**config.mk**
```make
export PLATFORM = sky130hd
export DESIGN_NAME = adc_lowpass_volt_temp
export DESIGN_NICKNAME = d
export VERILOG_FILES = /design/src/hdl/adcv_pkg.sv /design/src/hdl/adc_lowpass_volt_temp.sv /design/src/hdl/adcv_scale.sv /design/src/hdl/adcv_ema.sv
export SDC_FILE = /design/constraint.sdc
export NUM_CORES = 1
export LEC_CHECK = 0
export ABC_AREA = 1
export BUFFER_PORTS_ARGS = -buffer_cell sky130_fd_sc_hd__buf_2
export CAP_MARGIN = 10
export CORE_ASPECT_RATIO = 1.75
export CORE_UTILIZATION = 35
export DETAILED_ROUTE_END_ITERATION = 6
export PLACE_DENSITY_LB_ADDON = 0.25
export SLEW_MARGIN = 5
export SYNTH_ARGS = -nofsm -noshare
export SYNTH_HDL_FRONTEND = slang
export SYNTH_SLANG_ARGS = --single-unit
export TNS_END_PERCENT = 30
```
**constraint.sdc**
```tcl
create_clock -name clk -period 5.6 [get_ports clk]
set_clock_uncertainty 0.1 [all_clocks]
set_input_delay 0 -clock clk [delete_from_list [all_inputs] [get_ports clk]]
set_output_delay 0 -clock clk [all_outputs]
set_load 0.01 [all_outputs]
```
**src/hdl/adcv_pkg.sv**
```systemverilog
// Shared widths, constants and helper functions for the ADC lowpass block.
`timescale 1ns / 1ps
`default_nettype none

package adcv_pkg;

    // Field and register widths
    localparam int CODE_W   = 12;   // raw ADC code on the input item
    localparam int ALPHA_W  = 16;   // Q0.16 filter weight
    localparam int RATIO_W  = 16;   // Q4.12 divider ratio
    localparam int MODE_W   = 2;    // resolution select
    localparam int VOLT_W   = 24;   // Q8.16 volts
    localparam int TEMP_W   = 24;   // signed Q15.8 degrees

    // Scaler datapath widths
    localparam int MCAND_W  = CODE_W + 9;           // code * 264
    localparam int PROD_W   = MCAND_W + RATIO_W;    // code * ratio * 264
    localparam int DVD_W    = PROD_W + 1;           // 2 * num + den
    localparam int DEN_W    = 15;                   // 5 * full scale
    localparam int DIV_W    = DEN_W + 1;            // 2 * den
    localparam int X_W      = 28;                   // scaled sample, Q8.16 unsaturated
    localparam int STEP_W   = 5;                    // iteration counter

    // Filter datapath widths
    localparam int DIFF_W   = X_W + 1;              // prior - x, signed
    localparam int PSUM_W   = DIFF_W + ALPHA_W;     // alpha * diff, signed
    localparam int ACC_W    = PSUM_W + 1;           // full filter sum

    // Temperature: 329 C in Q15.8 is 84224; t = 84224 - (25*y + 8) / 16
    localparam int TWIDE_W  = TEMP_W + 2;
    localparam logic [TWIDE_W-1:0] TEMP_OFFSET = TWIDE_W'(84224);
    localparam logic [VOLT_W-1:0]  VOLT_MAX    = '1;

    // Configuration register indexes
    localparam int REG_IDX_W = 2;
    localparam logic [REG_IDX_W-1:0] REG_ALPHA      = 2'd0;
    localparam logic [REG_IDX_W-1:0] REG_RESOLUTION = 2'd1;
    localparam logic [REG_IDX_W-1:0] REG_RATIO      = 2'd2;
    localparam logic [REG_IDX_W-1:0] REG_TEMP_MODE  = 2'd3;
    localparam int CFG_DATA_W = 16;

    localparam logic [RATIO_W-1:0] RATIO_RESET = RATIO_W'(4096);

    // Resolution codes
    localparam logic [MODE_W-1:0] RES_12BIT = 2'd0;
    localparam logic [MODE_W-1:0] RES_10BIT = 2'd1;
    localparam logic [MODE_W-1:0] RES_8BIT  = 2'd2;
    localparam logic [MODE_W-1:0] RES_6BIT  = 2'd3;

    // Five times the full-scale code of each resolution
    function automatic logic [DEN_W-1:0] den_of(input logic [MODE_W-1:0] mode);
        logic [DEN_W-1:0] d;
        unique case (mode)
            RES_12BIT: d = DEN_W'(5 * 4095);
            RES_10BIT: d = DEN_W'(5 * 1023);
            RES_8BIT:  d = DEN_W'(5 * 255);
            RES_6BIT:  d = DEN_W'(5 * 63);
            default:   d = DEN_W'(5 * 4095);
        endcase
        return d;
    endfunction

endpackage

`default_nettype wire

```
**src/hdl/adc_lowpass_volt_temp.sv**
```systemverilog
// Top level: ADC code to filtered volts and sensor temperature, stream ports.
`timescale 1ns / 1ps
`default_nettype none

// Each input item carries one raw ADC code. The block scales it to volts as
// code * 3.3 V * divider_ratio / full scale (4095, 1023, 255 or 63 by the
// resolution register), runs the lowpass y = a*y_prev + (1-a)*x and returns
// one result item per input item: the filtered Q8.16 voltage, and, when
// temperature mode is on, the sensor temperature 329 - 400*y in signed Q15.8
// with tuser high. One item is worked on at a time. The scaler runs the
// bit-serial ratio multiply and then the restoring divide, and the filter
// runs the bit-serial alpha multiply. The next item is accepted as soon as
// the result has moved to the output register, even while that result
// still waits for m_tready. Configuration writes are taken at any edge
// with cfg_we high, but are meant to happen only while no item is in
// flight. Only the low SAMPLE_BITS bits of the code, at most 12, are used.
module adc_lowpass_volt_temp
    import adcv_pkg::*;
#(
    parameter int SAMPLE_BITS = 12
)
(
    input  wire logic                  clk,
    input  wire logic                  rst_n,

    // input item
    input  wire logic                  s_tvalid,
    output logic                       s_tready,
    input  wire logic [15:0]           s_tdata,   // [11:0] sample_code, rest zero

    // result item
    output logic                       m_tvalid,
    input  wire logic                  m_tready,
    output logic [47:0]                m_tdata,   // [23:0] filtered_volts, [47:24] temperature
    output logic                       m_tuser,   // [0] temperature_valid

    // configuration writes
    input  wire logic                  cfg_we,
    input  wire logic [REG_IDX_W-1:0]  cfg_addr,
    input  wire logic [CFG_DATA_W-1:0] cfg_wdata
);

    typedef enum logic [3:0] {
        TP_IDLE  = 4'b0001,
        TP_SCALE = 4'b0010,
        TP_FILT  = 4'b0100,
        TP_OUT   = 4'b1000
    } tp_state_t;

    localparam int USED_W = (SAMPLE_BITS < CODE_W) ? SAMPLE_BITS : CODE_W;
    localparam logic [CODE_W-1:0] CODE_MASK = CODE_W'((64'd1 << USED_W) - 64'd1);

    // configuration
    logic [ALPHA_W-1:0]   alpha_reg;
    logic [MODE_W-1:0]    res_mode_reg;
    logic [RATIO_W-1:0]   ratio_reg;
    logic                 temp_mode_reg;

    // control and filter state
    tp_state_t            state_reg, state_next;
    logic [VOLT_W-1:0]    prior_reg, prior_next;

    // output register
    logic                 out_valid_reg, out_valid_next;
    logic [VOLT_W-1:0]    out_volts_reg, out_volts_next;
    logic [TEMP_W-1:0]    out_temp_reg, out_temp_next;
    logic                 out_tvld_reg, out_tvld_next;

    logic                 in_fire;
    logic                 out_free;
    logic [CODE_W-1:0]    code;
    logic                 scale_done;
    logic [X_W-1:0]       scale_x;
    logic                 ema_done;
    logic [VOLT_W-1:0]    ema_y;

    // temperature from the stored voltage
    logic [VOLT_W+4:0]    y25;
    logic [TWIDE_W-1:0]   temp_wide;
    logic [TEMP_W-1:0]    temp_sat;

    assign s_tready = (state_reg == TP_IDLE);
    assign in_fire  = s_tvalid && s_tready;
    assign out_free = !out_valid_reg || m_tready;
    assign code     = s_tdata[CODE_W-1:0] & CODE_MASK;

    adcv_scale u_scale (
        .clk   (clk),
        .rst_n (rst_n),
        .start (in_fire),
        .code  (code),
        .ratio (ratio_reg),
        .den   (den_of(res_mode_reg)),
        .done  (scale_done),
        .x     (scale_x)
    );

    adcv_ema u_ema (
        .clk   (clk),
        .rst_n (rst_n),
        .start (scale_done),
        .x     (scale_x),
        .prior (prior_reg),
        .alpha (alpha_reg),
        .done  (ema_done),
        .y     (ema_y)
    );

    // 25*y + 8, then divide by 16 and take it from 329 degrees
    always_comb
    begin
        y25       = (29'(prior_reg) << 4) + (29'(prior_reg) << 3) + 29'(prior_reg) + 29'd8;
        temp_wide = TEMP_OFFSET - TWIDE_W'(y25[VOLT_W+4:4]);
        if ($signed(temp_wide) < -$signed(TWIDE_W'(1) << (TEMP_W - 1)))
        begin
            temp_sat = {1'b1, {(TEMP_W-1){1'b0}}};
        end
        else if ($signed(temp_wide) > $signed((TWIDE_W'(1) << (TEMP_W - 1)) - 1'b1))
        begin
            temp_sat = {1'b0, {(TEMP_W-1){1'b1}}};
        end
        else
        begin
            temp_sat = temp_wide[TEMP_W-1:0];
        end
    end

    // sequence one item through scaler, filter and output register
    always_comb
    begin
        state_next     = state_reg;
        prior_next     = prior_reg;
        out_valid_next = out_valid_reg;
        out_volts_next = out_volts_reg;
        out_temp_next  = out_temp_reg;
        out_tvld_next  = out_tvld_reg;

        // drop the result once the sink takes it
        if (out_valid_reg && m_tready)
        begin
            out_valid_next = 1'b0;
        end

        unique case (state_reg)
            TP_IDLE:
            begin
                if (in_fire)
                begin
                    state_next = TP_SCALE;
                end
            end
            TP_SCALE:
            begin
                if (scale_done)
                begin
                    state_next = TP_FILT;
                end
            end
            TP_FILT:
            begin
                // the saturated voltage becomes the new filter state
                if (ema_done)
                begin
                    prior_next = ema_y;
                    state_next = TP_OUT;
                end
            end
            TP_OUT:
            begin
                // hold until the output register is free, then hand over
                if (out_free)
                begin
                    out_valid_next = 1'b1;
                    out_volts_next = prior_reg;
                    out_temp_next  = temp_mode_reg ? temp_sat : '0;
                    out_tvld_next  = temp_mode_reg;
                    state_next     = TP_IDLE;
                end
            end
            default:
            begin
                state_next = TP_IDLE;
            end
        endcase
    end

    always_ff @(posedge clk or negedge rst_n)
    begin
        if (!rst_n)
        begin
            state_reg     <= TP_IDLE;
            prior_reg     <= '0;
            out_valid_reg <= 1'b0;
        end
        else
        begin
            state_reg     <= state_next;
            prior_reg     <= prior_next;
            out_valid_reg <= out_valid_next;
        end
    end

    always_ff @(posedge clk)
    begin
        out_volts_reg <= out_volts_next;
        out_temp_reg  <= out_temp_next;
        out_tvld_reg  <= out_tvld_next;
    end

    // register writes; each keeps only its own width
    always_ff @(posedge clk or negedge rst_n)
    begin
        if (!rst_n)
        begin
            alpha_reg     <= '0;
            res_mode_reg  <= RES_12BIT;
            ratio_reg     <= RATIO_RESET;
            temp_mode_reg <= 1'b0;
        end
        else if (cfg_we)
        begin
            unique case (cfg_addr)
                REG_ALPHA:      alpha_reg     <= cfg_wdata[ALPHA_W-1:0];
                REG_RESOLUTION: res_mode_reg  <= cfg_wdata[MODE_W-1:0];
                REG_RATIO:      ratio_reg     <= cfg_wdata[RATIO_W-1:0];
                REG_TEMP_MODE:  temp_mode_reg <= cfg_wdata[0];
                default:        temp_mode_reg <= temp_mode_reg;
            endcase
        end
    end

    assign m_tvalid = out_valid_reg;
    assign m_tdata  = {out_temp_reg, out_volts_reg};
    assign m_tuser  = out_tvld_reg;

endmodule

`default_nettype wire

```
**src/hdl/adcv_scale.sv**
```systemverilog
// Bit-serial code-to-volts scaler: shift-add multiply, then restoring divide.
`timescale 1ns / 1ps
`default_nettype none

module adcv_scale
    import adcv_pkg::*;
(
    input  wire logic               clk,
    input  wire logic               rst_n,
    input  wire logic               start,
    input  wire logic [CODE_W-1:0]  code,
    input  wire logic [RATIO_W-1:0] ratio,
    input  wire logic [DEN_W-1:0]   den,
    output logic                    done,
    output logic [X_W-1:0]          x
);

    typedef enum logic [3:0] {
        SC_IDLE = 4'b0001,
        SC_MUL  = 4'b0010,
        SC_LOAD = 4'b0100,
        SC_DIV  = 4'b1000
    } sc_state_t;

    sc_state_t            state_reg, state_next;
    logic [STEP_W-1:0]    cnt_reg, cnt_next;
    logic                 done_reg, done_next;
    logic [MCAND_W-1:0]   mcand_reg, mcand_next;
    logic [RATIO_W-1:0]   mplier_reg, mplier_next;
    logic [PROD_W-1:0]    prod_reg, prod_next;
    logic [DEN_W-1:0]     den_reg, den_next;
    logic [DIV_W-1:0]     rem_reg, rem_next;
    logic [X_W-1:0]       quo_reg, quo_next;

    logic [DVD_W-1:0]     dvd;
    logic [DIV_W:0]       trial;
    logic [DIV_W:0]       divisor;
    logic                 fits;

    assign dvd     = {prod_reg, 1'b0} + DVD_W'(den_reg);
    assign divisor = {1'b0, den_reg, 1'b0};
    assign trial   = {rem_reg, quo_reg[X_W-1]};
    assign fits    = (trial >= divisor);

    always_comb
    begin
        state_next  = state_reg;
        cnt_next    = cnt_reg;
        done_next   = 1'b0;
        mcand_next  = mcand_reg;
        mplier_next = mplier_reg;
        prod_next   = prod_reg;
        den_next    = den_reg;
        rem_next    = rem_reg;
        quo_next    = quo_reg;
        unique case (state_reg)
            SC_IDLE:
            begin
                if (start)
                begin
                    // code * 264 = code * 256 + code * 8
                    mcand_next  = (MCAND_W'(code) << 8) + (MCAND_W'(code) << 3);
                    mplier_next = ratio;
                    prod_next   = '0;
                    den_next    = den;
                    cnt_next    = '0;
                    state_next  = SC_MUL;
                end
            end
            SC_MUL:
            begin
                // one ratio bit per cycle, most significant first
                prod_next   = {prod_reg[PROD_W-2:0], 1'b0}
                              + (mplier_reg[RATIO_W-1] ? PROD_W'(mcand_reg) : '0);
                mplier_next = {mplier_reg[RATIO_W-2:0], 1'b0};
                cnt_next    = cnt_reg + 1'b1;
                if (cnt_reg == STEP_W'(RATIO_W - 1))
                begin
                    state_next = SC_LOAD;
                end
            end
            SC_LOAD:
            begin
                // quotient fits in X_W bits, so the top bits start as remainder
                rem_next   = DIV_W'(dvd[DVD_W-1:X_W]);
                quo_next   = dvd[X_W-1:0];
                cnt_next   = '0;
                state_next = SC_DIV;
            end
            SC_DIV:
            begin
                rem_next = fits ? DIV_W'(trial - divisor) : trial[DIV_W-1:0];
                quo_next = {quo_reg[X_W-2:0], fits};
                cnt_next = cnt_reg + 1'b1;
                if (cnt_reg == STEP_W'(X_W - 1))
                begin
                    done_next  = 1'b1;
                    state_next = SC_IDLE;
                end
            end
            default:
            begin
                state_next = SC_IDLE;
            end
        endcase
    end

    always_ff @(posedge clk or negedge rst_n)
    begin
        if (!rst_n)
        begin
            state_reg <= SC_IDLE;
            cnt_reg   <= '0;
            done_reg  <= 1'b0;
        end
        else
        begin
            state_reg <= state_next;
            cnt_reg   <= cnt_next;
            done_reg  <= done_next;
        end
    end

    always_ff @(posedge clk)
    begin
        mcand_reg  <= mcand_next;
        mplier_reg <= mplier_next;
        prod_reg   <= prod_next;
        den_reg    <= den_next;
        rem_reg    <= rem_next;
        quo_reg    <= quo_next;
    end

    assign done = done_reg;
    assign x    = quo_reg;

endmodule

`default_nettype wire

```
**src/hdl/adcv_ema.sv**
```systemverilog
// Bit-serial first-order lowpass update: y = x + alpha * (prior - x) / 2^16.
`timescale 1ns / 1ps
`default_nettype none

module adcv_ema
    import adcv_pkg::*;
(
    input  wire logic               clk,
    input  wire logic               rst_n,
    input  wire logic               start,
    input  wire logic [X_W-1:0]     x,
    input  wire logic [VOLT_W-1:0]  prior,
    input  wire logic [ALPHA_W-1:0] alpha,
    output logic                    done,
    output logic [VOLT_W-1:0]       y
);

    typedef enum logic [2:0] {
        EM_IDLE = 3'b001,
        EM_MUL  = 3'b010,
        EM_SUM  = 3'b100
    } em_state_t;

    em_state_t                 state_reg, state_next;
    logic [STEP_W-1:0]         cnt_reg, cnt_next;
    logic                      done_reg, done_next;
    logic [X_W-1:0]            x_reg, x_next;
    logic signed [DIFF_W-1:0]  diff_reg, diff_next;
    logic [ALPHA_W-1:0]        alpha_reg, alpha_next;
    logic signed [PSUM_W-1:0]  psum_reg, psum_next;
    logic [VOLT_W-1:0]         y_reg, y_next;

    logic signed [ACC_W-1:0]   acc;

    // 65536*x + alpha*(prior - x) + rounding half; never negative
    assign acc = $signed({1'b0, x_reg, {ALPHA_W{1'b0}}})
                 + ACC_W'(psum_reg)
                 + $signed(ACC_W'(32768));

    always_comb
    begin
        state_next = state_reg;
        cnt_next   = cnt_reg;
        done_next  = 1'b0;
        x_next     = x_reg;
        diff_next  = diff_reg;
        alpha_next = alpha_reg;
        psum_next  = psum_reg;
        y_next     = y_reg;
        unique case (state_reg)
            EM_IDLE:
            begin
                if (start)
                begin
                    x_next     = x;
                    diff_next  = $signed(DIFF_W'(prior)) - $signed(DIFF_W'(x));
                    alpha_next = alpha;
                    psum_next  = '0;
                    cnt_next   = '0;
                    state_next = EM_MUL;
                end
            end
            EM_MUL:
            begin
                // one alpha bit per cycle, most significant first
                psum_next  = (psum_reg <<< 1)
                             + (alpha_reg[ALPHA_W-1] ? PSUM_W'(diff_reg) : '0);
                alpha_next = {alpha_reg[ALPHA_W-2:0], 1'b0};
                cnt_next   = cnt_reg + 1'b1;
                if (cnt_reg == STEP_W'(ALPHA_W - 1))
                begin
                    state_next = EM_SUM;
                end
            end
            EM_SUM:
            begin
                // saturate when anything lands above the Q8.16 range
                y_next     = (|acc[ACC_W-1:VOLT_W+ALPHA_W]) ? VOLT_MAX
                                                            : acc[VOLT_W+ALPHA_W-1:ALPHA_W];
                done_next  = 1'b1;
                state_next = EM_IDLE;
            end
            default:
            begin
                state_next = EM_IDLE;
            end
        endcase
    end

    always_ff @(posedge clk or negedge rst_n)
    begin
        if (!rst_n)
        begin
            state_reg <= EM_IDLE;
            cnt_reg   <= '0;
            done_reg  <= 1'b0;
        end
        else
        begin
            state_reg <= state_next;
            cnt_reg   <= cnt_next;
            done_reg  <= done_next;
        end
    end

    always_ff @(posedge clk)
    begin
        x_reg     <= x_next;
        diff_reg  <= diff_next;
        alpha_reg <= alpha_next;
        psum_reg  <= psum_next;
        y_reg     <= y_next;
    end

    assign done = done_reg;
    assign y    = y_reg;

endmodule

`default_nettype wire

```
Word level (Yosys, flattened, before mapping)
Index checks and enable logic that the tools add are counted. Widths: inputs -> output; s select.

Input port bits: 39. Bits in registers: 407. Output and inout bits: 51. Logic and storage cells: 139.

Bitwise logic cells: 1. Equal/unequal tests: 29. $lt $le $gt $ge: 3. Add/subtract/negate cells: 14. Reduce and logical (&&, ||, !) cells: 27. Muxes and demuxes: 37.

Operators with widths (number): $pmux 16 s2 (3); $mux 45 (2); $pmux 45 s2 (1); $pmux 37 s2 (1); $pmux 15 s4 (1); $pmux 28 s2 (1); $mux 16 (3); $mux 24 (2); $add 45x45->46 (1); $add 46x17->46 const B (1); $add 45x45->45 (1); $add 38x15->38 (1); $add 37x37->37 (1); $mux 37 (1); $pmux 4 s4 (2); $add 28x27->29 (1); $add 29x24->29 (1); $add 29x4->29 const B (1); $sub 24x28->29 (1); $gt 26x24->1 const B (1); $lt 26x24->1 const B (1); $sub 17x25->26 const A (1); $mux 4 (6); $reduce_and 2->1 (12); other kinds (35) (64).

Longest topological paths before layout
Gate-level depths: netlist (run 1).

Depth after elaboration: 7. Mapped depth: 28. Mapped depth without buffers: 27.

Modules after synthesis
From an unflattened synthesis (run 1), not the netlist that was laid out.

Cell total of the unflattened synthesis: 3911. Area, all modules: 29194.2 sq um.

Modules (own cells, without submodules): adcv_ema (cells an instance 1708, sequential area each 4490.6 sq um, instances 1, area an instance 12246.7 sq um); adcv_scale (cells an instance 1283, sequential area each 4065.1 sq um, instances 1, area an instance 9545.4 sq um); adc_lowpass_volt_temp (cells an instance 920, sequential area each 3075.4 sq um, instances 1, area an instance 7402.1 sq um).

Worst setup path before layout (run 1)
Ideal clock, no wire load.

Path kind: reg-to-reg. Start point: register state_reg[0]. End point: register u_scale.mplier_reg[0] (enable). Arrival: 4717 ps. Cell stages (with the launch flop): 5. Setup slack: 256 ps. Path buffers: 0. Clock period less this slack: 5344 ps. Data required time: 4973 ps. Library setup time: 527 ps. Path through: dfstp_2 -> inv_1 -> nor3_1 -> nand2_1 -> o21ai_0.

Word-level cells in the longest chain between the ends: 4.

RTL lines: start: declaration (RTL line adc_lowpass_volt_temp.sv:60) `tp_state_t state_reg, state_next;`; start signal: assignment (RTL line adc_lowpass_volt_temp.sv:197) `state_reg <= state_next;`; $eq 4x1->1 (RTL line adc_lowpass_volt_temp.sv:82) `assign s_tready = (state_reg == TP_IDLE);`; named net s_tready (RTL line adc_lowpass_volt_temp.sv:28) `output logic s_tready,`; $logic_and 1x1->1 (RTL line adc_lowpass_volt_temp.sv:83) `assign in_fire = s_tvalid && s_tready;`; $ne 2x2->1 (no source line); $reduce_and 2->1 (no source line); end signal: assignment (RTL line adcv_scale.sv:127) `mplier_reg <= mplier_next;`; end: declaration (RTL line adcv_scale.sv:29) `logic [RATIO_W-1:0] mplier_reg, mplier_next;`.

The timed path passes the listed nets, and every way through them passes these cells. A chain may end at the register's enable or synchronous reset.

Worst setup path in the final report (run 1)
Start point: register prior_reg[1]. End point: register out_temp_reg[1] (data pin).

Word-level cells in the longest chain between the ends: 6. Elaborated cells between the ends (all ways): 8. Classes of those cells: add/sub (4); order compare (2); mux (1); reduce/logical (1).

RTL lines: start: declaration (RTL line adc_lowpass_volt_temp.sv:61) `logic [VOLT_W-1:0] prior_reg, prior_next;`; start signal: assignment (RTL line adc_lowpass_volt_temp.sv:198) `prior_reg <= prior_next;`; $add 28x27->29 (RTL line adc_lowpass_volt_temp.sv:112) `y25 = (29'(prior_reg) << 4) + (29'(prior_reg) << 3) + 29'(prior_reg) + 29'd8;`; $add 29x24->29 * (RTL line adc_lowpass_volt_temp.sv:112); $add 29x4->29 * (RTL line adc_lowpass_volt_temp.sv:112); $sub 17x25->26 * (RTL line adc_lowpass_volt_temp.sv:113) `temp_wide = TEMP_OFFSET - TWIDE_W'(y25[VOLT_W+4:4]);`; $gt 26x24->1 or $lt 26x24->1 (tied branches) (RTL line adc_lowpass_volt_temp.sv:118, adc_lowpass_volt_temp.sv:114); $mux 24 or $reduce_or 2->1 (tied branches); end signal: assignment (RTL line adc_lowpass_volt_temp.sv:206) `out_temp_reg <= out_temp_next;`; end: declaration (RTL line adc_lowpass_volt_temp.sv:66) `logic [TEMP_W-1:0] out_temp_reg, out_temp_next;`.

Every way passes the cells marked *; elsewhere a longest branch is shown, timed or not.

==> flow_summary.toml, run 1 <==
[run_status]
status = "finished clean"

[floorplan]
die_w_um = 206
dieHeight_um = 359
initial_core_util_pct = 35.4
core_um2 = 71900
die_area_um2 = 73900
row_count = 130
io_pins = 90

[critical_path]
path_class = "flip-flop to flip-flop"
cp-startpoint = "prior_reg[1]"
slowest_delay_ns = 0.48
required_ns = 5.82
cpMostUsedCell = "nand2_1"
cpMaxStageDelayCell = "nand2_2"
critPathArrivalTime_ns = 4.64
critPathLaunchType = "flip-flop"
r2r_end = "out_temp_reg[1]"
r2r_cells = 26
ff2ff_setup_slack_ns = 1.19
critPathMaxFanout = 23
crit_family = "simple AND/OR/NAND/NOR gates"
worstSetupEndpointType = "flip-flop"
critical_path_depth = 26
r2r_start = "prior_reg[1]"
path_buf_inv = 4
endpoint = "out_temp_reg[1]"

[final_layout]
final_cell_mix = "nand2_1 (722), inv_1 (436), edfxtp_1 (309)"
syn2layout_area_growth_pct = 13.9
nets = 3413
stdcell_count = 4134
final_util_pct = 40.4
fillers = 7411
num_antenna_cells = 0
drive_gt1_share_pct = 8.32
layout_commonest_cell = "nand2_1"
largest_reg_flops = 45

[power]
ir_drop_mv = 0.206
power_density_nw_per_um2 = 345
power.leakage_nw = 13.3
report.power.total_mw = 10.0

[sta]
fmax_ghz = 0.227
tns_ns = 0
finalSetupViolations = 0
period_minus_slack_ns = 4.41
rsz0062_at_grt = "no"
hold_viol_final = 0
worst_pin_slew_ns = 1.09
period_share_pct = 78.8
fin_ws_ns = 1.19
slew_headroom_pct = 27.0
slew_violations = 0

[cts]
clock_latency_ns = 0.61
h-tree-depth = 2
holdBufCountCts = 46
ctsRootBufferMaster = "clkbuf_16"
numCtsBuffers = 41
cts-resized-gates = 0
cts_tree = "yes"
clkTransAtPathRegs_ns = 0.06
clk_path_buf_depth = 3
cts_sinks = 392
post_cts_buffers = 0

[placed_design]
pre_cts_slack_ns = 1.14
io_buffers = 85
gp_congestion = 0.942
hpwl_um = 55200
placedCellCount = 4010

[logic_synthesis]
syn_area_per_cell_um2 = 8.40
seq_area_frac_synth_pct = 44.6
syn_area_um2 = 25500
ys.warnings.count = 0
netlist_instances = 3033
synth-edff-count = 309
async_flop_share_pct = 21.2
synth-main-ff-cell = "edfxtp_1"
synth_cell_types = 53
synth_nets = 3268
synth_seq_cells = 392

[route]
drt_first_iter_violations = 942
wire_per_inst_um = 16.9
remaining_drc_errors = 0
ant_nets = 0
dr.pass1.iters = 5
routed_wl_um = 69700
vias_per_cell = 4.93
vias = 20400

[global_routing]
grt_max_degree = 58
overflow = 0
grt_pass1_vias = 20900
grt_util_all_layers_pct = 19.2
grt_antenna_before_repair = 0
grt_pass1_wl_um = 110000

[run]
drv_cap = 0

[hold_path]
hold_class = "primary input to flip-flop"
where the power goes:
part	switching [mW]	total [mW]	leakage, nW	internal, mW
Combinational	2.02	3.02	8.46	1.01
Clock	1.25	3.01	0.710	1.76
Sequential	0.330	3.97	4.11	3.64
cell usage after synthesis, drive strengths merged (14+ instances only):
library cell	number	area share, %
xnor2	45	1.5
clkbuf	41	0.60
nand4	55	1.4
nor4	14	0.34
fa	26	2.0
ha	170	8.4
nand3	109	2.2
a31oi	27	0.66
o21ai	227	4.5
xor2	68	2.3
nor2	243	3.9
a21o	15	0.44
a21oi	249	4.9
o21a	30	0.88
nor3	41	0.84
o21bai	16	0.47
edfxtp	309	36
dfrtp	79	7.8
inv	442	6.5
nand2	752	11
metrics by stage:
stage / area, um^2 / hold WS, ns
floorplan: 25500 / -0.396
global placement: 27000 / -0.151
detailed placement: 27000 / -0.149
CTS: 29000 / 0.00366
global route: 29000 / 0.0186
finish: 29000 / 0.0355
metal layers:
layer  routed length [um]  GRT usage [%]  share of wire (%)  vias up
met5                    0              0                  0        -
met3                 1830           2.26                2.6      136
met1                25600           19.0                 37     9381
li1                     -              -                  -    10500
met2                38100           37.2                 55      352
met4                 4270           11.2                6.1        0
how the worst min path moves through the flow:
stage,startpoint,end,slack [ns],cells past startpoint
2_1_floorplan,rst_n,alpha_reg[0],-0.40,0
3_3_place_gp,rst_n,alpha_reg[7],-0.15,1
3_5_place_dp,rst_n,alpha_reg[7],-0.15,1
4_1_cts,s_tdata[3],u_scale.mcand_reg[6],0.004,2
5_1_grt,s_tdata[2],u_scale.mcand_reg[5],0.02,2
6_report,s_tdata[3],u_scale.mcand_reg[6],0.04,2
cells by family after synthesis:
kind of cell,Yosys count,synth area share [%]
flops,392,44.6
fa+ha+maj,196,10.4
simple gates,1230,20.5
buf+inv,493,7.40
compound gates,609,13.2
xor+xnor,113,3.89
layout make-up:
cell class,count,area (um^2),area share [%]
clock buffers,52,1120,3.86
repair buffers,151,1080,3.72
flip-flops and latches,392,11400,39.2
clock inverters,23,353,1.22
inverters,444,1670,5.74
multi-input cells,2148,12300,42.3
well taps,924,1160,3.98
(Power assumes the default switching activity.)
==> inputs of run 2 (changes only) <==
Settings changed: ABC_AREA 1 to 0.
Clock period 5.6 ns to 3.85 ns, I/O delays scaled along.
==> flow_summary.toml, run 2 <==
[critical_path]
path_class = "flip-flop to flip-flop"
r2r_end = "out_temp_reg[2]"
ff2ff_setup_slack_ns = -0.53
worstSetupEndpointType = "flip-flop"
r2r_cells = 18
cp-startpoint = "prior_reg[1]"
r2r_start = "prior_reg[1]"
critPathMaxFanout = 6
critPathArrivalTime_ns = 4.62
required_ns = 4.09
critPathLaunchType = "flip-flop"

[run_status]
violations = "negative setup slack"
status = "finished, violations left"

[power]
power_density_nw_per_um2 = 383
ir_drop_mv = 0.285
power.leakage_nw = 12.0

[route]
vias_per_cell = 5.11
drt_first_iter_violations = 850
dr.pass1.iters = 5
ant_nets = 0
vias = 18500
remaining_drc_errors = 0
routed_wl_um = 61400
wire_per_inst_um = 17.0

[global_routing]
grt_pass1_vias = 19400
grt_pass1_wl_um = 97900
grt_antenna_before_repair = 0
grt_util_all_layers_pct = 17.4
grt_max_degree = 67
overflow = 0

[logic_synthesis]
ys.warnings.count = 0
synth-main-ff-cell = "edfxtp_1"
netlist_instances = 2332
async_flop_share_pct = 21.2
seq_area_frac_synth_pct = 46.8
syn_area_um2 = 24300
synth_nets = 2567
synth_top_area_share_pct = 38.3
synth_commonest_cells = "edfxtp_1 (309), nand2_1 (236), nor2_1 (194)"
synth_cell_types = 92
synth_seq_cells = 392
synth_largest_area_cell = "edfxtp_1"
syn_area_per_cell_um2 = 10.4
yosys.cell_count.top_type = "edfxtp_1"
synth_area_leaders = "edfxtp_1 (38%), ha_1 (8.8%), dfrtp_1 (8.2%)"
synth-edff-count = 309

[sta]
fin_ws_ns = -0.529
rsz0062_at_grt = "yes"
period_share_pct = 114
holdWs_ns = 0.0448
finalSetupViolations = 24
period_minus_slack_ns = 4.38
fmax_ghz = 0.228
worst_pin_slew_ns = 0.922
tns_ns = -12.01
slew_headroom_pct = 38.4
slew_violations = 0
hold_viol_final = 0

[cts]
numCtsBuffers = 41
h-tree-depth = 2
clkTransAtPathRegs_ns = 0.06
clock_latency_ns = 0.60
ctsRootBufferMaster = "clkbuf_16"
clk_path_buf_depth = 3
cts_tree = "yes"
cts_sinks = 392

[placed_design]
gp_congestion = 0.903
io_buffers = 85
hpwl_um = 47200

[final_layout]
syn2layout_area_growth_pct = 22.5
final_cell_mix = "edfxtp_1 (309), buf_4 (242), nand2_1 (234)"
drive_gt1_share_pct = 21.6
largest_reg_flops = 45
num_antenna_cells = 0
layout_commonest_cell = "edfxtp_1"
nets = 2920

[floorplan]
die_w_um = 201
die_area_um2 = 70400
row_count = 127
io_pins = 90
core_um2 = 68500
dieHeight_um = 350
initial_core_util_pct = 35.4

[run]
drv_cap = 0

[hold_path]
min_path_cells = 2
hold_end = "u_scale.mcand_reg[3]"
hold_class = "primary input to flip-flop"
worstHoldStart = "s_tdata[0]"
run 2: repair_timing:
item                                   4_1_cts  5_1_grt
gates cloned                                 0        3
pin swaps                                    2       24
endpoints found under the hold margin      116        0
setup buffers                                0        3
setup endpoints to repair                   44       65
gates resized for setup                     17       69
hold buffers                                42        0
run 2: worst max-delay path by stage:
stage                     slack (ns)                to  cells after the start
after global placement         -0.59   out_temp_reg[2]                     18
final                          -0.53   out_temp_reg[2]                     18
after floorplan                -0.51  out_temp_reg[22]                     18
after CTS                      -0.57   out_temp_reg[2]                     15
after detailed placement       -0.67   out_temp_reg[2]                     18
after global routing           -0.72  out_temp_reg[12]                     18
run 2: per-stage QoR:
stage	power [mW]	utilization (%)	cell area (um^2)	instances	setup slack, ns
after floorplan	6.74	-	24300	2332	-0.513
after global placement	7.24	40.1	27400	3497	-0.587
after detailed placement	7.31	40.1	27400	3497	-0.667
after CTS	11.5	42.8	29300	3613	-0.574
after global routing	12.0	43.4	29700	3619	-0.721
final	11.4	43.4	29700	3619	-0.529
run 2: power breakdown:
group	internal [mW]	switching [mW]
logic	0.871	1.11
registers	5.05	0.296
clock network	2.30	1.75
total	8.23	3.15
run 2: kinds of logic after synthesis:
logic type / synth area share, %
and+or+nand+nor: 15.0
muxes: 3.21
buffers and inverters: 3.33
DFF: 46.8
AOI/OAI and AO/OA: 14.2
xor gates and xnor gates: 6.54
adders and majority gates: 10.9
run 2: area by class of cell:
cell class	instances	area [um^2]
multi-input cells	1738	12500
fillers	6445	38800
inverters	135	510
well taps	903	1130
clock inverters	17	196
repair buffers	377	2830
clock buffers	57	1180
flip-flops and latches	392	11400
run 2: critical path: stages (launching register included):
cell and delay, ns:
dfrtp_1 0.37, buf_4 0.14, fa_2 0.56, inv_1 0.07, fa_2 0.38, nand2b_4 0.16
a21oi_4 0.21, buf_6 0.13, o31a_1 0.23, a31oi_1 0.12, xor2_1 0.30, a41oi_2 0.19
o21a_4 0.26, nor2b_4 0.12, a31o_2 0.22, a32oi_4 0.21, buf_12 0.15, clkbuf_16 0.14
nor3b_1 0.05
run 2: metal layers:
metal  track usage, %  up-vias  wire, um
met5                0        -         0
li1                 -     9136         -
met2             35.3      320     34800
met3             2.15      132      1590
met4             9.07        0      2940
met1             16.9     8914     22000
==> inputs of run 3 (changes only) <==
Settings changed: SETUP_SLACK_MARGIN set to 0.15.
==> flow_summary.toml, run 3 (synthesis gave the netlist of run 2 again) <==
[final_layout]
syn2layout_area_growth_pct = 24.0
largest_reg_flops = 45
design_area_um2 = 30100
drive_gt1_share_pct = 23.4
final_cell_mix = "edfxtp_1 (309), buf_4 (248), nand2_1 (233)"
layout_commonest_cell = "edfxtp_1"
num_antenna_cells = 0
final_util_pct = 43.9
nets = 2929

[cts]
clkTransAtPathRegs_ns = 0.06
h-tree-depth = 2
cts_tree = "yes"
ctsRootBufferMaster = "clkbuf_16"
clk_path_buf_depth = 3
numCtsBuffers = 41
clock_latency_ns = 0.60
cts_sinks = 392

[sta]
period_share_pct = 113
hold_viol_final = 0
fin_ws_ns = -0.520
holdWs_ns = 0.0470
period_minus_slack_ns = 4.37
rsz0062_at_grt = "yes"
slew_headroom_pct = 38.3
fmax_ghz = 0.229
slew_violations = 0
finalSetupViolations = 24
worst_pin_slew_ns = 0.923

[power]
power_density_nw_per_um2 = 383
ir_drop_mv = 0.285
pwr-share-comb_pct = 18.1
p_int_mw = 8.30
clockPowerShare_pct = 35.3
power_switching_mw = 3.21
switching_share_pct = 27.9
seqPwrFrac_pct = 46.6
power.leakage_nw = 12.1

[route]
dr.pass1.iters = 5
vias_per_cell = 5.13
ant_nets = 0
vias = 18600
routed_wl_um = 62100
remaining_drc_errors = 0
wire_per_inst_um = 17.1
drt_first_iter_violations = 824

[global_routing]
grt_pass1_wl_um = 98100
grt_pass1_vias = 19500
grt_util_all_layers_pct = 17.5
grt_max_degree = 67
grt_antenna_before_repair = 0
overflow = 0

[critical_path]
path_buf_inv = 4
critPathMaxFanout = 6
cpMaxStageDelayCell = "fa_1"
path_class = "flip-flop to flip-flop"
worstPathCellList = "buf_4 > fa_1 > ha_1 > o21ai_2 > a21oi_4 > buf_4 > o41ai_2 > o2111ai_2 > o311ai_2 > a41oi_2 > o21a_4 > nor2b_4 > a31o_2 > a32oi_4 > buf_12 > clkbuf_16 > a21oi_1"
r2r_cells = 17
worstSetupEndpointType = "flip-flop"
crit_family = "compound AO/OA/AOI/OAI gates"
slowest_delay_ns = 0.46
cpMostUsedCell = "buf_4"
critPathArrivalTime_ns = 4.61
ff2ff_setup_slack_ns = -0.52
required_ns = 4.09
critical_path_depth = 17
critPathLaunchType = "flip-flop"

[placed_design]
place_area_um2 = 27400
io_buffers = 85
pre_cts_slack_ns = -0.667
gp_congestion = 0.903
hpwl_um = 47200

[run_status]
status = "finished, violations left"
violations = "negative setup slack"

[floorplan]
initial_core_util_pct = 35.4
die_area_um2 = 70400
row_count = 127
io_pins = 90
dieHeight_um = 350
core_um2 = 68500
die_w_um = 201

[hold_path]
min_path_cells = 2
hold_class = "primary input to flip-flop"

[run]
drv_cap = 0
run 3: cell types whose count changed in the layout (fill, tap and decap cells not counted), moves of 5 or more:
| cell | change |
|---|---|
| nor3_2 | +5 |
| nor3_1 | -5 |
| buf_4 | +6 |
| o21ai_0 | -5 |
| o21ai_2 | +6 |
| ha_4 | +10 |
| ha_1 | -9 |
run 3: worst reg2reg max path: cells and delay by family (launching register included):
kind,cells,cell delay [ns]
AOI/OAI and AO/OA,10,2.05
adders and majority gates,2,0.88
buffers and inverters,4,0.61
DFF,1,0.37
and+or+nand+nor,1,0.12
run 3: path summary, 6_finish.rpt:
path,startpoint,to
min in group asynchronous,rst_n,ratio_reg[12]
worst max-delay path,prior_reg[4],out_temp_reg[15]
max in group asynchronous,rst_n,prior_reg[10]
worst min register to register,u_scale.x[11],u_ema.x_reg[11]
worst min-delay path,s_tdata[0],u_scale.mcand_reg[3]
worst max register to register,prior_reg[4],out_temp_reg[15]
run 3: metal layers:
| layer | track usage, % | up-vias | part of all wire (%) |
|---|---|---|---|
| met5 | 0 | - | 0 |
| met4 | 8.96 | 0 | 5.2 |
| met3 | 2.15 | 146 | 2.6 |
| met2 | 35.4 | 338 | 56 |
| met1 | 16.9 | 8986 | 36 |
| li1 | - | 9147 | - |
run 3: area by class of cell:
| class | instances | area [um^2] |
|---|---|---|
| sequential | 392 | 11400 |
| tap | 903 | 1130 |
| clock inverter | 17 | 196 |
| timing repair buffer | 386 | 2910 |
| clock buffer | 57 | 1180 |
| multi-input combinational | 1738 | 12800 |
| inverter | 135 | 510 |
| fill | 6419 | 38400 |
run 3: power groups by stage:
stage	Combinational (mW)	Sequential, mW	Clock, mW
after floorplan	1.45	5.29	0
after global placement	1.82	5.42	0
after detailed placement	1.87	5.44	0
after CTS	1.93	5.35	4.18
after global routing	2.35	5.41	4.32
final	2.08	5.36	4.06
run 3: timing repair:
| item | CTS | global route |
|---|---|---|
| setup buffers | 0 | 12 |
| hold buffers | 42 | 0 |
| endpoints found under the hold margin | 116 | 0 |
| endpoints found under the setup margin | 59 | 97 |
| resized for setup | 30 | 115 |
| pin swaps | 5 | 52 |
| cloned | 0 | 3 |
run 3: through the flow:
step / setup TNS, ns / power, mW / std cells
2_1_floorplan: -11.13 / 6.74 / 2332
3_3_place_gp: -15.35 / 7.24 / 3497
3_5_place_dp: -17.13 / 7.31 / 3497
4_1_cts: -13.26 / 11.5 / 3613
5_1_grt: -16.19 / 12.1 / 3628
6_report: -11.72 / 11.5 / 3628
